File: config.mk
export PLATFORM = sky130hd
export DESIGN_NAME = imu_frame_deframer_unit
export DESIGN_NICKNAME = d
export VERILOG_FILES = /design/src/hdl/ifd_pkg.sv /design/src/hdl/ifd_parser.sv /design/src/hdl/imu_frame_deframer_unit.sv
export SDC_FILE = /design/constraint.sdc
export NUM_CORES = 1
export LEC_CHECK = 0
export BUFFER_PORTS_ARGS = -buffer_cell sky130_fd_sc_hd__buf_2
export CELL_PAD_IN_SITES_DETAIL_PLACEMENT = 1
export CELL_PAD_IN_SITES_GLOBAL_PLACEMENT = 1
export CORE_ASPECT_RATIO = 1.1
export CORE_MARGIN = 4
export CORE_UTILIZATION = 46
export DETAILED_ROUTE_END_ITERATION = 10
export GPL_ROUTABILITY_DRIVEN = 0
export PLACE_DENSITY_LB_ADDON = 0.3
export SYNTH_ARGS = -nofsm -noshare
export SYNTH_HDL_FRONTEND = slang
export SYNTH_HIERARCHICAL = 1
export SYNTH_SLANG_ARGS = --single-unit
export TNS_END_PERCENT = 10
File: constraint.sdc
create_clock -name clk -period 3.7 [get_ports clk]
set_input_delay 1.11 -clock clk [delete_from_list [all_inputs] [get_ports clk]]
set_output_delay 1.11 -clock clk [all_outputs]
set_load 0.005 [all_outputs]
File: src/hdl/ifd_pkg.sv
package ifd_pkg;

	// Default number of 32-bit data words in one frame.
	localparam int unsigned WORD_COUNT_DEF = 18;

	localparam logic [7:0] HDR_PREAMBLE    = 8'hFA;
	localparam logic [7:0] BUS_ID_RESET    = 8'hFF;
	localparam logic [7:0] MSG_ID_RESET    = 8'h32;

	localparam int unsigned BYTE_W   = 8;
	localparam int unsigned INDEX_W  = 5;
	localparam int unsigned VALUE_W  = 32;
	localparam int unsigned CFG_IDX_W = 1;

	// Configuration register indexes.
	localparam logic [CFG_IDX_W-1:0] REG_BUS_ID = 1'b0;
	localparam logic [CFG_IDX_W-1:0] REG_MSG_ID = 1'b1;

	typedef struct packed {
		logic [BYTE_W-1:0] bus_id;
		logic [BYTE_W-1:0] msg_id;
	} cfg_t;

	typedef struct packed {
		logic               valid;
		logic [INDEX_W-1:0] index;
		logic [VALUE_W-1:0] value;
		logic               last;
	} result_t;

	typedef struct packed {
		logic in_frame;
	} status_t;

endpackage

File: src/hdl/ifd_parser.sv
module ifd_parser #(
	parameter int unsigned WORD_COUNT = ifd_pkg::WORD_COUNT_DEF
) (
	input  logic                     clk,
	input  logic                     arst_n,
	input  logic                     take,
	input  logic [ifd_pkg::BYTE_W-1:0] rx_byte,
	input  ifd_pkg::cfg_t            cfg,
	output ifd_pkg::result_t         res,
	output ifd_pkg::status_t         status
);
	import ifd_pkg::*;

	localparam int unsigned POS_W = $clog2(4 * WORD_COUNT + 4);
	localparam logic [POS_W-1:0] STATUS_POS  = POS_W'(4 * WORD_COUNT);
	localparam logic [POS_W-1:0] CNT_HI_POS  = POS_W'(4 * WORD_COUNT + 1);
	localparam logic [POS_W-1:0] CNT_END_POS = POS_W'(4 * WORD_COUNT + 2);
	localparam logic [BYTE_W-1:0] HDR_LENGTH = BYTE_W'(4 * WORD_COUNT + 3);
	localparam logic [INDEX_W-1:0] STATUS_IDX  = INDEX_W'(WORD_COUNT);
	localparam logic [INDEX_W-1:0] COUNTER_IDX = INDEX_W'(WORD_COUNT + 1);

	logic                in_frame_q;
	logic [23:0]         recent_q;
	logic [POS_W-1:0]    pos_q;
	logic [VALUE_W-1:0]  acc_q;

	logic                in_frame_d;
	logic [23:0]         recent_d;
	logic [POS_W-1:0]    pos_d;
	logic [VALUE_W-1:0]  acc_d;
	logic [VALUE_W-1:0]  acc_shift;
	logic [7:0]          pos_ext;
	logic                hdr_hit;

	assign acc_shift = {acc_q[VALUE_W-BYTE_W-1:0], rx_byte};
	assign pos_ext   = 8'(pos_q);
	assign hdr_hit   = (recent_q == {HDR_PREAMBLE, cfg.bus_id, cfg.msg_id})
		&& (rx_byte == HDR_LENGTH);

	always_comb begin
		in_frame_d = in_frame_q;
		recent_d   = recent_q;
		pos_d      = pos_q;
		acc_d      = acc_q;
		res        = '0;
		if (!in_frame_q) begin
			if (hdr_hit) begin
				in_frame_d = 1'b1;
				pos_d      = '0;
				acc_d      = '0;
				recent_d   = '0;
			end else begin
				recent_d = {recent_q[15:0], rx_byte};
			end
		end else begin
			if (pos_q < STATUS_POS) begin
				acc_d = acc_shift;
				if (pos_q[1:0] == 2'b11) begin
					res.valid = 1'b1;
					res.index = pos_ext[6:2];
					res.value = acc_shift;
					acc_d     = '0;
				end
			end else if (pos_q == STATUS_POS) begin
				res.valid = 1'b1;
				res.index = STATUS_IDX;
				res.value = VALUE_W'(rx_byte);
				acc_d     = '0;
			end else if (pos_q == CNT_HI_POS) begin
				acc_d = VALUE_W'(rx_byte);
			end else if (pos_q == CNT_END_POS) begin
				res.valid = 1'b1;
				res.index = COUNTER_IDX;
				res.value = VALUE_W'({acc_q[7:0], rx_byte});
				res.last  = 1'b1;
				acc_d     = '0;
			end
			// The checksum byte closes the frame without being checked.
			if (pos_q > CNT_END_POS) begin
				in_frame_d = 1'b0;
				pos_d      = '0;
				acc_d      = '0;
			end else begin
				pos_d = pos_q + 1'b1;
			end
		end
		if (!take) begin
			res.valid = 1'b0;
		end
	end

	always_ff @(posedge clk or negedge arst_n) begin
		if (!arst_n) begin
			in_frame_q <= 1'b0;
			recent_q   <= '0;
			pos_q      <= '0;
			acc_q      <= '0;
		end else if (take) begin
			in_frame_q <= in_frame_d;
			recent_q   <= recent_d;
			pos_q      <= pos_d;
			acc_q      <= acc_d;
		end
	end

	assign status.in_frame = in_frame_q;

endmodule

File: src/hdl/imu_frame_deframer_unit.sv
// A result appears on the master side in the cycle after the byte that completes it is taken.
// Throughput: one byte per cycle; the input is stalled only while a result waits unread.
// Each byte is parsed by combinational logic in front of one output register.
// Reset (arst_n low, asynchronous) clears the search window and frame state and
// returns the bus id to 0xFF and the message id to 0x32.
module imu_frame_deframer_unit #(
	parameter int unsigned WORD_COUNT = ifd_pkg::WORD_COUNT_DEF
) (
	input  logic                          clk,
	input  logic                          arst_n,
	input  logic                          s_tvalid,
	output logic                          s_tready,
	input  logic [7:0]                    s_tdata,   // [7:0] rx_byte
	output logic                          m_tvalid,
	input  logic                          m_tready,
	output logic [39:0]                   m_tdata,   // [4:0] field_index, [36:5] field_value
	output logic                          m_tlast,   // frame_last
	input  logic                          cfg_valid,
	output logic                          cfg_ready,
	input  logic [ifd_pkg::CFG_IDX_W-1:0] cfg_index,
	input  logic [7:0]                    cfg_data
);
	import ifd_pkg::*;

	cfg_t               cfg_q;
	result_t            res;
	status_t            status;
	logic               s_take;
	logic               m_tvalid_q;
	logic [INDEX_W-1:0] index_q;
	logic [VALUE_W-1:0] value_q;
	logic               last_q;

	assign cfg_ready = 1'b1;

	always_ff @(posedge clk or negedge arst_n) begin
		if (!arst_n) begin
			cfg_q.bus_id <= BUS_ID_RESET;
			cfg_q.msg_id <= MSG_ID_RESET;
		end else if (cfg_valid && cfg_ready) begin
			case (cfg_index)
				REG_BUS_ID: cfg_q.bus_id <= cfg_data;
				REG_MSG_ID: cfg_q.msg_id <= cfg_data;
				default: ;
			endcase
		end
	end

	// A new byte is taken whenever the output register is empty or being drained.
	assign s_tready = !m_tvalid_q || m_tready;
	assign s_take   = s_tvalid && s_tready;

	ifd_parser #(
		.WORD_COUNT(WORD_COUNT)
	) u_parser (
		.clk     (clk),
		.arst_n  (arst_n),
		.take    (s_take),
		.rx_byte (s_tdata),
		.cfg     (cfg_q),
		.res     (res),
		.status  (status)
	);

	always_ff @(posedge clk or negedge arst_n) begin
		if (!arst_n) begin
			m_tvalid_q <= 1'b0;
		end else if (res.valid) begin
			m_tvalid_q <= 1'b1;
		end else if (m_tready) begin
			m_tvalid_q <= 1'b0;
		end
	end

	always_ff @(posedge clk) begin
		if (res.valid) begin
			index_q <= res.index;
			value_q <= res.value;
			last_q  <= res.last;
		end
	end

	assign m_tvalid = m_tvalid_q;
	assign m_tdata  = {3'b000, value_q, index_q};
	assign m_tlast  = last_q;

	a_no_result_while_searching: assert property (@(posedge clk) disable iff (!arst_n)
		!status.in_frame |-> !res.valid)
		else $error("result produced during header search");

	a_result_needs_byte: assert property (@(posedge clk) disable iff (!arst_n)
		res.valid |-> s_take)
		else $error("result produced without an input transaction");

	a_last_is_counter: assert property (@(posedge clk) disable iff (!arst_n)
		m_tvalid && m_tlast |-> m_tdata[4:0] == INDEX_W'(WORD_COUNT + 1))
		else $error("last flag on a field other than the sample counter");

	a_frame_continues_after_counter: assert property (@(posedge clk) disable iff (!arst_n)
		res.valid && res.last |=> status.in_frame)
		else $error("frame closed before the checksum byte");

endmodule

# After elaboration in Yosys (flattened, before gate mapping)
# Cells that the tools add are included.
# word_totals
ff_bits,111
inputBits,22
output_inout_bits,44
elab_cells,60
# classes
n_addsub,1
magnitude_cmp,2
eq_ne,7
muxes,26
n_bitwise,2
reduce_logical,12
# ops
op,count
24-bit 2-to-1 mux,9
39-bit 2-to-1 mux,3
38-bit 2-to-1 mux,3
24-bit == test,1
7-bit == test (second input constant),3
7-bit 2-to-1 mux,3
8-bit by 7-bit == test with 1-bit output (second input constant),1
1-bit 2-to-1 mux,8
2-bit AND reduction,4
7-bit by 1-bit adder with 7-bit output (second input constant),1
7-bit greater-than comparator (second input constant),1
7-bit less-than comparator (second input constant),1
6-bit inequality test (second input constant),1
2-bit nonzero test,2
4-bit OR reduction,1
3-bit AND reduction,1
2-bit == test (second input constant),1
1-bit logical AND,2
1-bit NOT,2
1-bit logical NOT,1
1-bit logical OR,1

# Depth between registers and ports, before layout
# Gate-level depths: netlist of the first run.
# logic_depth
word_depth,8
mapped_depth,8
mapped_depth_nobuf,7

# By module
# Netlist of the first run, hierarchy kept.
# modules_own_cells
module,n_inst,cells_each,area_per_inst_um2,seq_area_each_um2
ifd_parser,1,292,2945.3,1401.3
imu_frame_deframer_unit,1,83,1878.1,1580.3

# Worst setup path after synthesis of the first run
# No wires, ideal clock.
# synth_path
path_type,register -> register
from,register u_parser.pos_q[4]
to,register index_q[0] (enable)
setup_ns,0.399
arrival_ns,2.495
required_ns,3.301
setup_slack_ns,0.805
path_stages_with_launch,6
path_buffers,1
synth_period_minus_slack_ns,2.895
cell_sequence,dfrtp_1 > clkbuf_1 > nor4_1 > o21ai_0 > a21oi_1 > and2_1
# synth_lines
item,line,rtl
from (decl),ifd_parser.sv:24,logic [POS_W-1:0] pos_q;
from (signal assigned),ifd_parser.sv:101,pos_q <= pos_d;
to (signal assigned),imu_frame_deframer_unit.sv:77,index_q <= res.index;
to (decl),imu_frame_deframer_unit.sv:30,logic [INDEX_W-1:0] index_q;

# Worst setup path after layout of the first run
# layout_path
from,input s_tdata[4]
to,register u_parser.acc_q[0]
# layout_between
elab_chain_len,4
# layout_rtl
item,line,rtl
from (decl),imu_frame_deframer_unit.sv:13,"input logic [7:0] s_tdata,"
8-bit by 7-bit == test with 1-bit output,ifd_parser.sv:38,&& (rx_byte == HDR_LENGTH);
1-bit logical AND,ifd_parser.sv:38,
2-bit nonzero test (no source line),-,
3-bit AND reduction (no source line),-,
to (signal assigned),ifd_parser.sv:97,acc_q <= '0;
to (signal assigned),ifd_parser.sv:102,acc_q <= acc_d;
to (decl),ifd_parser.sv:25,logic [VALUE_W-1:0] acc_q;
# No other way between the ends.
# A chain may end at the register's enable or synchronous reset.

==> summary.md, run 1 <==
| Metric | Value |
|---|---|
| Status | complete, no violations |
| Asr flop ratio synth | 65.8% |
| Vias per cell | 5.21 |
| Dpl ws | 516 ps |
| Seq cells post-synth | 111 |
| Worst-path maximum fanout | 24 |
| Worst r2r dst | value_q[13]$_DFFE_PP_ |
| Hold depth | 1 |
| Top FF cell, synth | dfrtp_1 |
| Congestion Overflow GR | 0 |
| Final setup vio count | 0 |
| Post-layout min period | 2780 ps |
| Arr. time, crit path | 3080 ps |
| Inserted Clock Buffers | 9 |
| Post-synth EDFFs | 38 |
| Post-route cell area | 5480 um^2 |
| Initial DRC count | 124 |
| Static Leak | 2.44 nW |
| Placed inst area | 5280 um^2 |
| Final Slew Violations | 0 |
| Layout Nets | 465 |
| Pwr per Cell Area | 413 nW/um^2 |
| Most common cell after layout, fill and taps aside | dfrtp_1 |
| First-pass DRT Iterations | 4 |
| Row cnt | 38 |
| Clock Latency Late Sink | 380 ps |
| Type of the worst min-delay path | register to register |
| F_max | 359 MHz |
| ANT cells | 0 |
| CTS Hold Bufs | 0 |
| Port bufs | 61 |
| Worst R2R Start | u_parser/pos_q[4]$_DFFE_PN0P_ |
| CP Data Required Time | 3990 ps |
| CTS Buffer Depth | 2 |
| Mapped Area | 4820 um^2 |
| RSZ-0062 raised after global routing | false |
| ANT nets after route | 0 |
| Final period utilization | 75.2% |
| Final setup TNS | 0 ps |
| Die height | 115 um |
| Final hold violations | 0 |
| Total track usage | 17.5% |
| Die width | 106 um |
| First-pass GRT wire length | 16600 um |
| Post-synth cell types | 47 |
| Crit end category | register |
| Detailed Route WL | 10000 um |
| Die area | 12200 um^2 |
| Layout overhead on the synthesized area | 13.5% |
| Hpwl dp | 7160 um |
| Initial cell density of the core | 48.1% |
| Largest net degree at the start of global routing | 74 |
| Clock Pin Slew Worst Setup and Hold Paths | 100 ps |
| Adder-Cell Fraction of Synth Area | 1.04% |
| Synth Area in Simple Gates | 11.6% |
| Yosys warns | 6 |
| Hold Startpoint | u_parser/recent_q[16]$_DFFE_PN0P_ |
| Total of max-cap violations | 0 |
| Reg2Reg Depth | 6 |
| H-tree depth | 3 |
| VDD IR-drop max | 0.000306 V |
| Worst setup margin | 916 ps |
| CTS tree | built |
| Io pins | 66 |
| Hold endpoint | u_parser/recent_q[16]$_DFFE_PN0P_ |
| Clk root buf | clkbuf_8 |
| Post-CTS setup buffers | 0 |
| Post-CTS Resized | 0 |
| Clock sink count | 111 |
| Post-synthesis sequential area ratio | 61.8% |
| Antenna violations before repair | 0 |
| Largest family of logic cells by synthesized area | simple AND/OR/NAND/NOR gates |
| DR vias | 3045 |
| Avg Cell Area, Syn | 12.9 um^2 |
| Slew margin rel. | 40.0% |
| Mux cell area share after synthesis | 10.5% |
| WS Path Type | input port to register |
| FF-to-FF setup slack | 1080 ps |
| WL/cell | 17.2 um |
| Hold Slack | 522 ps |
| Worst Tran Pin Value | 900 ps |
| Layout Utilization | 54.6% |
| Cells after Synth | 375 |
| Synth Area in XOR/XNOR | 2.91% |
| Synth Area in Compound Gates | 6.93% |
| Max Clock Skew | 13.6 ps |
| Crit path launch type | input port |
| DRC viols | 0 |
| Vias in the first global route | 3216 |
| Core Region | 10000 um^2 |
| Share of cells above drive strength 1 | 27.5% |
| Most frequent cells in the layout | 62 x dfrtp_1, 61 x buf_2, 38 x edfxtp_1, 31 x nand2_1, 29 x inv_1 |
-- synth_stat cells (2+ instances only) --
cell type	number	area (um^2)
a21oi_1	7	35.0
a22o_1	23	201
a31oi_1	2	12.5
and2_1	20	125
and3_1	3	18.8
buf_12	2	40.0
buf_4	4	30.0
buf_6	2	22.5
clkbuf_1	9	33.8
conb_1	2	7.51
dfrtp_1	62	1550
dfstp_2	11	289
edfxtp_1	38	1140
ha_1	4	50.1
inv_1	29	109
mux2_2	12	135
mux2_4	8	120
mux2i_1	25	250
nand2_1	31	116
nand2b_1	3	18.8
nand3_1	3	15.0
nand4_1	2	12.5
nor2_1	12	45.0
nor3_1	18	90.1
nor4_1	5	31.3
o2bb2ai_1	2	17.5
xor2_1	16	140
-- power by group --
group | internal, mW | switching [mW] | total (mW)
registers | 1.33 | 0.0507 | 1.38
logic | 0.0885 | 0.0748 | 0.163
clock network | 0.310 | 0.407 | 0.717
-- registers in the layout (all words and copies together), names as in the netlist --
signal and flops:
u_parser/status 1, cfg_q 16, u_parser/acc_q 24, u_parser/pos_q 7, u_parser/recent_q 24, m_tvalid 1
m_tlast 1, index_q 5, value_q 32
-- routing by layer --
| layer | vias up | global-route usage (%) | routed length (um) |
|---|---|---|---|
| met3 | 13 | 3.59 | 445 |
| met2 | 68 | 29.8 | 5070 |
| met5 | - | 0 | 0 |
| met1 | 1543 | 22.5 | 4350 |
| met4 | 0 | 5.96 | 155 |
| li1 | 1421 | - | - |
-- metrics by stage --
step / power, mW / instances
floorplan: 1.51 / 377
global placement: 1.56 / 568
CTS: 2.29 / 584
detailed placement: 1.57 / 568
global route: 2.36 / 584
finish: 2.26 / 584
-- logic make-up after synthesis --
| family | count (synthesis) |
|---|---|
| AO/OA/AOI/OAI | 43 |
| XOR/XNOR | 16 |
| adder cells (fa/ha/maj) | 4 |
| buffers and inverters | 48 |
| flip-flops | 111 |
| multiplexers | 45 |
| other | 2 |
| AND/OR/NAND/NOR | 106 |
-- cell type report --
cell class,count,area (um^2)
tap,140,175
fill,1047,4560
multi-input combinational,218,1610
sequential,111,2980
clock inverter,3,23.8
clock buffer,13,170
inverter,29,109
timing repair buffer,70,410
-- worst max-delay path by stage --
stage	startpoint	to	cells after the start	slack, ps
final	s_tdata[4]	u_parser/acc_q[0]$_DFFE_PN0P_	8	920
after CTS	s_tdata[4]	u_parser/acc_q[2]$_DFFE_PN0P_	8	920
after floorplan	u_parser/pos_q[4]$_DFFE_PN0P_	index_q[0]$_DFFE_PP_	5	810
after detailed placement	s_tdata[4]	u_parser/acc_q[2]$_DFFE_PN0P_	8	520
after global placement	s_tdata[4]	u_parser/acc_q[16]$_DFFE_PN0P_	8	680
after global routing	s_tdata[4]	u_parser/acc_q[1]$_DFFE_PN0P_	8	850
-- critical path, stage by stage --
cell and delay, ps:
buf_2 120, or4b_1 580, nor4_2 260, nand2_1 110
o21ai_2 190, and3_1 230, buf_12 220, mux2i_1 240
Power figures use the tool's default switching activity.
==> run 2: changes to the inputs <==
- ABC_AREA: unset -> 1
- CORE_UTILIZATION: 46 -> 44
- clock period: 3.7 -> 2.8 ns (I/O delays scaled with it)
==> run 2 against run 1 <==
Compared with the run above: synthesized area up 11%; critical endpoint is now u_parser/acc_q[19]$_DFFE_PN0P_; flip-flop and latch count unchanged; via count up 38%; sequential share of layout area down 5.0 points; routed wire length up 31%; clock skew down 7.5 ps; non-clock buffer count unchanged; global-route usage up 2.2 points.
==> summary.md, run 2 <==
| Metric | Value |
|---|---|
| Count leader, synth | nand2_1 |
| DR vias | 4198 |
| Top FF cell, synth | dfrtp_1 |
| Initial cell density of the core | 45.8% |
| Total track usage | 19.7% |
| Worst-path maximum fanout | 25 |
| Net Sw Power | 0.812 mW |
| Clock sink count | 111 |
| Port bufs | 61 |
| Biggest register | value_q |
| Final setup TNS | 0 ps |
| ANT cells | 0 |
| Max Clock Skew | 6.07 ps |
| CTS tree | built |
| Slew margin rel. | 59.9% |
| ANT nets after route | 0 |
| Post-synth cell types | 33 |
| Clock Latency Late Sink | 350 ps |
| Worst Tran Pin Value | 600 ps |
| Antenna violations before repair | 0 |
| Final period utilization | 78.4% |
| Seq cells post-synth | 111 |
| Row cnt | 41 |
| Post-synth EDFFs | 38 |
| Type of the worst min-delay path | register to register |
| Post-route cell area | 6040 um^2 |
| Top post-synthesis cells by count | 179 x nand2_1, 63 x nor2_1, 62 x dfrtp_1 |
| Post-CTS Resized | 0 |
| Clock Pin Slew Worst Setup and Hold Paths | 70 ps |
| Yosys warns | 6 |
| Crit path launch type | register |
| Hold depth | 2 |
| Status | complete, no violations |
| Total of max-cap violations | 0 |
| Post-layout min period | 2190 ps |
| Most frequent cells in the layout | 179 x nand2_1, 62 x dfrtp_1, 62 x nor2_1, 61 x buf_2, 60 x inv_1 |
| Slowest cell on the critical path | dfrtp_1 |
| Max FFs per register | 32 |
| Top Registers | value_q: 32 flops, u_parser/acc_q: 24 flops, u_parser/recent_q: 24 flops |
| Most common cell after layout, fill and taps aside | nand2_1 |
| Vias per cell | 5.13 |
| Crit-path most repeated cell | nand2_1 |
| Clock network power share | 36.2% |
| Arr. time, crit path | 2480 ps |
| Static Leak | 2.74 nW |
| Largest net degree at the start of global routing | 74 |
| Die height | 123 um |
| Synth top area share | 29.1% |
| FILL cells | 1399 |
| WS Path Type | register to register |
| Clk root buf | clkbuf_16 |
| Register area | 2980 um^2 |
| First-pass DRT Iterations | 4 |
| Congestion Overflow GR | 0 |
| Placed inst area | 5770 um^2 |
| Share of cells above drive strength 1 | 21.0% |
| Mapped Area | 5330 um^2 |
| F_max | 456 MHz |
| Internal power | 2.45 mW |
| Dpl ws | 313 ps |
| Pwr per Cell Area | 540 nW/um^2 |
| Post-CTS setup buffers | 0 |
| Gate power share | 8.0% |
| Core Region | 11600 um^2 |
| Final setup vio count | 0 |
| First-pass GRT wire length | 21800 um |
| Detailed Route WL | 13100 um |
| Final Slew Violations | 0 |
| CP peak stage delay | 460 ps |
| Crit path buf inv count | 3 |
| CTS Hold Bufs | 0 |
| CTS Buffer Depth | 2 |
| RSZ-0062 raised after global routing | false |
| Avg Cell Area, Syn | 8.81 um^2 |
| Area leader, netlist | dfrtp_1 |
| Initial DRC count | 165 |
| Asr flop ratio synth | 65.8% |
| Layout Nets | 689 |
| Die area | 13900 um^2 |
| Vias in the first global route | 4464 |
| Multi-input logic area | 1920 um^2 |
| VDD IR-drop max | 0.000344 V |
| Inserted Clock Buffers | 9 |
| Cells after Synth | 605 |
| Delay-heaviest family, CP | simple AND/OR/NAND/NOR gates |
| Net Sw Frac | 24.9% |
| CP Data Required Time | 3080 ps |
| Cell chain of the critical path | inv_1 -> ha_1 -> inv_1 -> nor2_1 -> nand2_1 -> inv_2 -> nor2_2 -> nand4_4 -> nand3_4 -> nand2_1 -> nand2_1 |
| Seq pwr share | 55.7% |
| Io pins | 66 |
| H-tree depth | 3 |
| Number of cells on the critical path | 11 |
| Crit end category | register |
| WL/cell | 16.0 um |
| Die width | 113 um |
| Reg2Reg Depth | 11 |
| DRC viols | 0 |
| Worst setup margin | 606 ps |
| Post-synthesis sequential area ratio | 55.9% |
| Dominant cells by area after synthesis | dfrtp_1 29%, edfxtp_1 21%, nand2_1 13% |
| Hpwl dp | 9510 um |
| Layout overhead on the synthesized area | 13.2% |
| Final hold violations | 0 |
## run 2: changes by cell type after synthesis, moves of 12 or more
| cell | before | now |
|---|---|---|
| a22o_1 | 23 | 0 |
| inv_2 | 0 | 13 |
| and2_1 | 20 | 0 |
| xor2_1 | 16 | 1 |
| mux2_2 | 12 | 0 |
| nand2_1 | 31 | 179 |
| mux2i_1 | 25 | 0 |
| inv_1 | 29 | 60 |
| o21ai_0 | 1 | 18 |
| nor2_2 | 0 | 12 |
| nand3_1 | 3 | 43 |
| nor2_1 | 12 | 63 |
| nand4_1 | 2 | 31 |
## run 2: routing by layer
layer  vias up  part of all wire (%)  track usage [%]
met5         -                     0                0
met4         0                   1.6             5.26
met3        17                   3.0             3.52
met2        74                    54             36.7
met1      2071                    41             23.3
li1       2036                     -                -
## run 2: through the flow
step	cells	hold WS (ps)	power, mW	util (%)
2_1_floorplan	607	442	2.00	-
3_3_place_gp	802	455	2.10	49.5
3_5_place_dp	802	460	2.11	49.5
4_1_cts	818	479	3.28	51.8
5_1_grt	818	499	3.40	51.8
6_report	818	477	3.26	51.8
## run 2: worst paths after layout
kind                                               startpoint                                to  slack, ps
max in group asynchronous                              arst_n             cfg_q[10]$_DFFE_PN1P_       1940
worst max register to register  u_parser/pos_q[0]$_DFFE_PN0P_    u_parser/acc_q[19]$_DFFE_PN0P_        610
worst min-delay path                     cfg_q[1]$_DFFE_PN1P_              cfg_q[1]$_DFFE_PN1P_        480
worst max-delay path            u_parser/pos_q[0]$_DFFE_PN0P_    u_parser/acc_q[19]$_DFFE_PN0P_        610
min in group asynchronous                              arst_n  u_parser/recent_q[4]$_DFFE_PN0P_        520
worst min register to register           cfg_q[1]$_DFFE_PN1P_              cfg_q[1]$_DFFE_PN1P_        480
## run 2: layout make-up
cell class / count / area share, %
clock buffers: 10 / 3.79
clock inverters: 6 / 0.622
inverters: 74 / 4.73
multi-input cells: 397 / 31.8
flip-flops and latches: 111 / 49.4
well taps: 150 / 3.11
repair buffers: 70 / 6.59
## run 2: kinds of logic (layout without fill, tap and decap cells)
family | after synthesis | count (layout) | share of synthesized area, %
AO/OA/AOI/OAI | 26 | 26 | 2.96
XOR/XNOR | 8 | 8 | 1.31
adder cells (fa/ha/maj) | 4 | 4 | 0.939
buffers and inverters | 99 | 160 | 8.47
flip-flops | 111 | 111 | 55.9
other | 2 | 4 | 0.141
AND/OR/NAND/NOR | 355 | 355 | 30.3
## run 2: power by group through the flow
stage	Clock (mW)	Sequential [mW]	Combinational, mW
5_1_grt	1.27	1.82	0.303
2_1_floorplan	0	1.82	0.179
3_3_place_gp	0	1.85	0.251
6_report	1.18	1.82	0.261
3_5_place_dp	0	1.85	0.262
4_1_cts	1.20	1.82	0.265
## run 2: tightest hold or removal path: stages (launching register included)
cell	delay, ps
dfstp_2	380
nand2_1	60
nand2_1	40
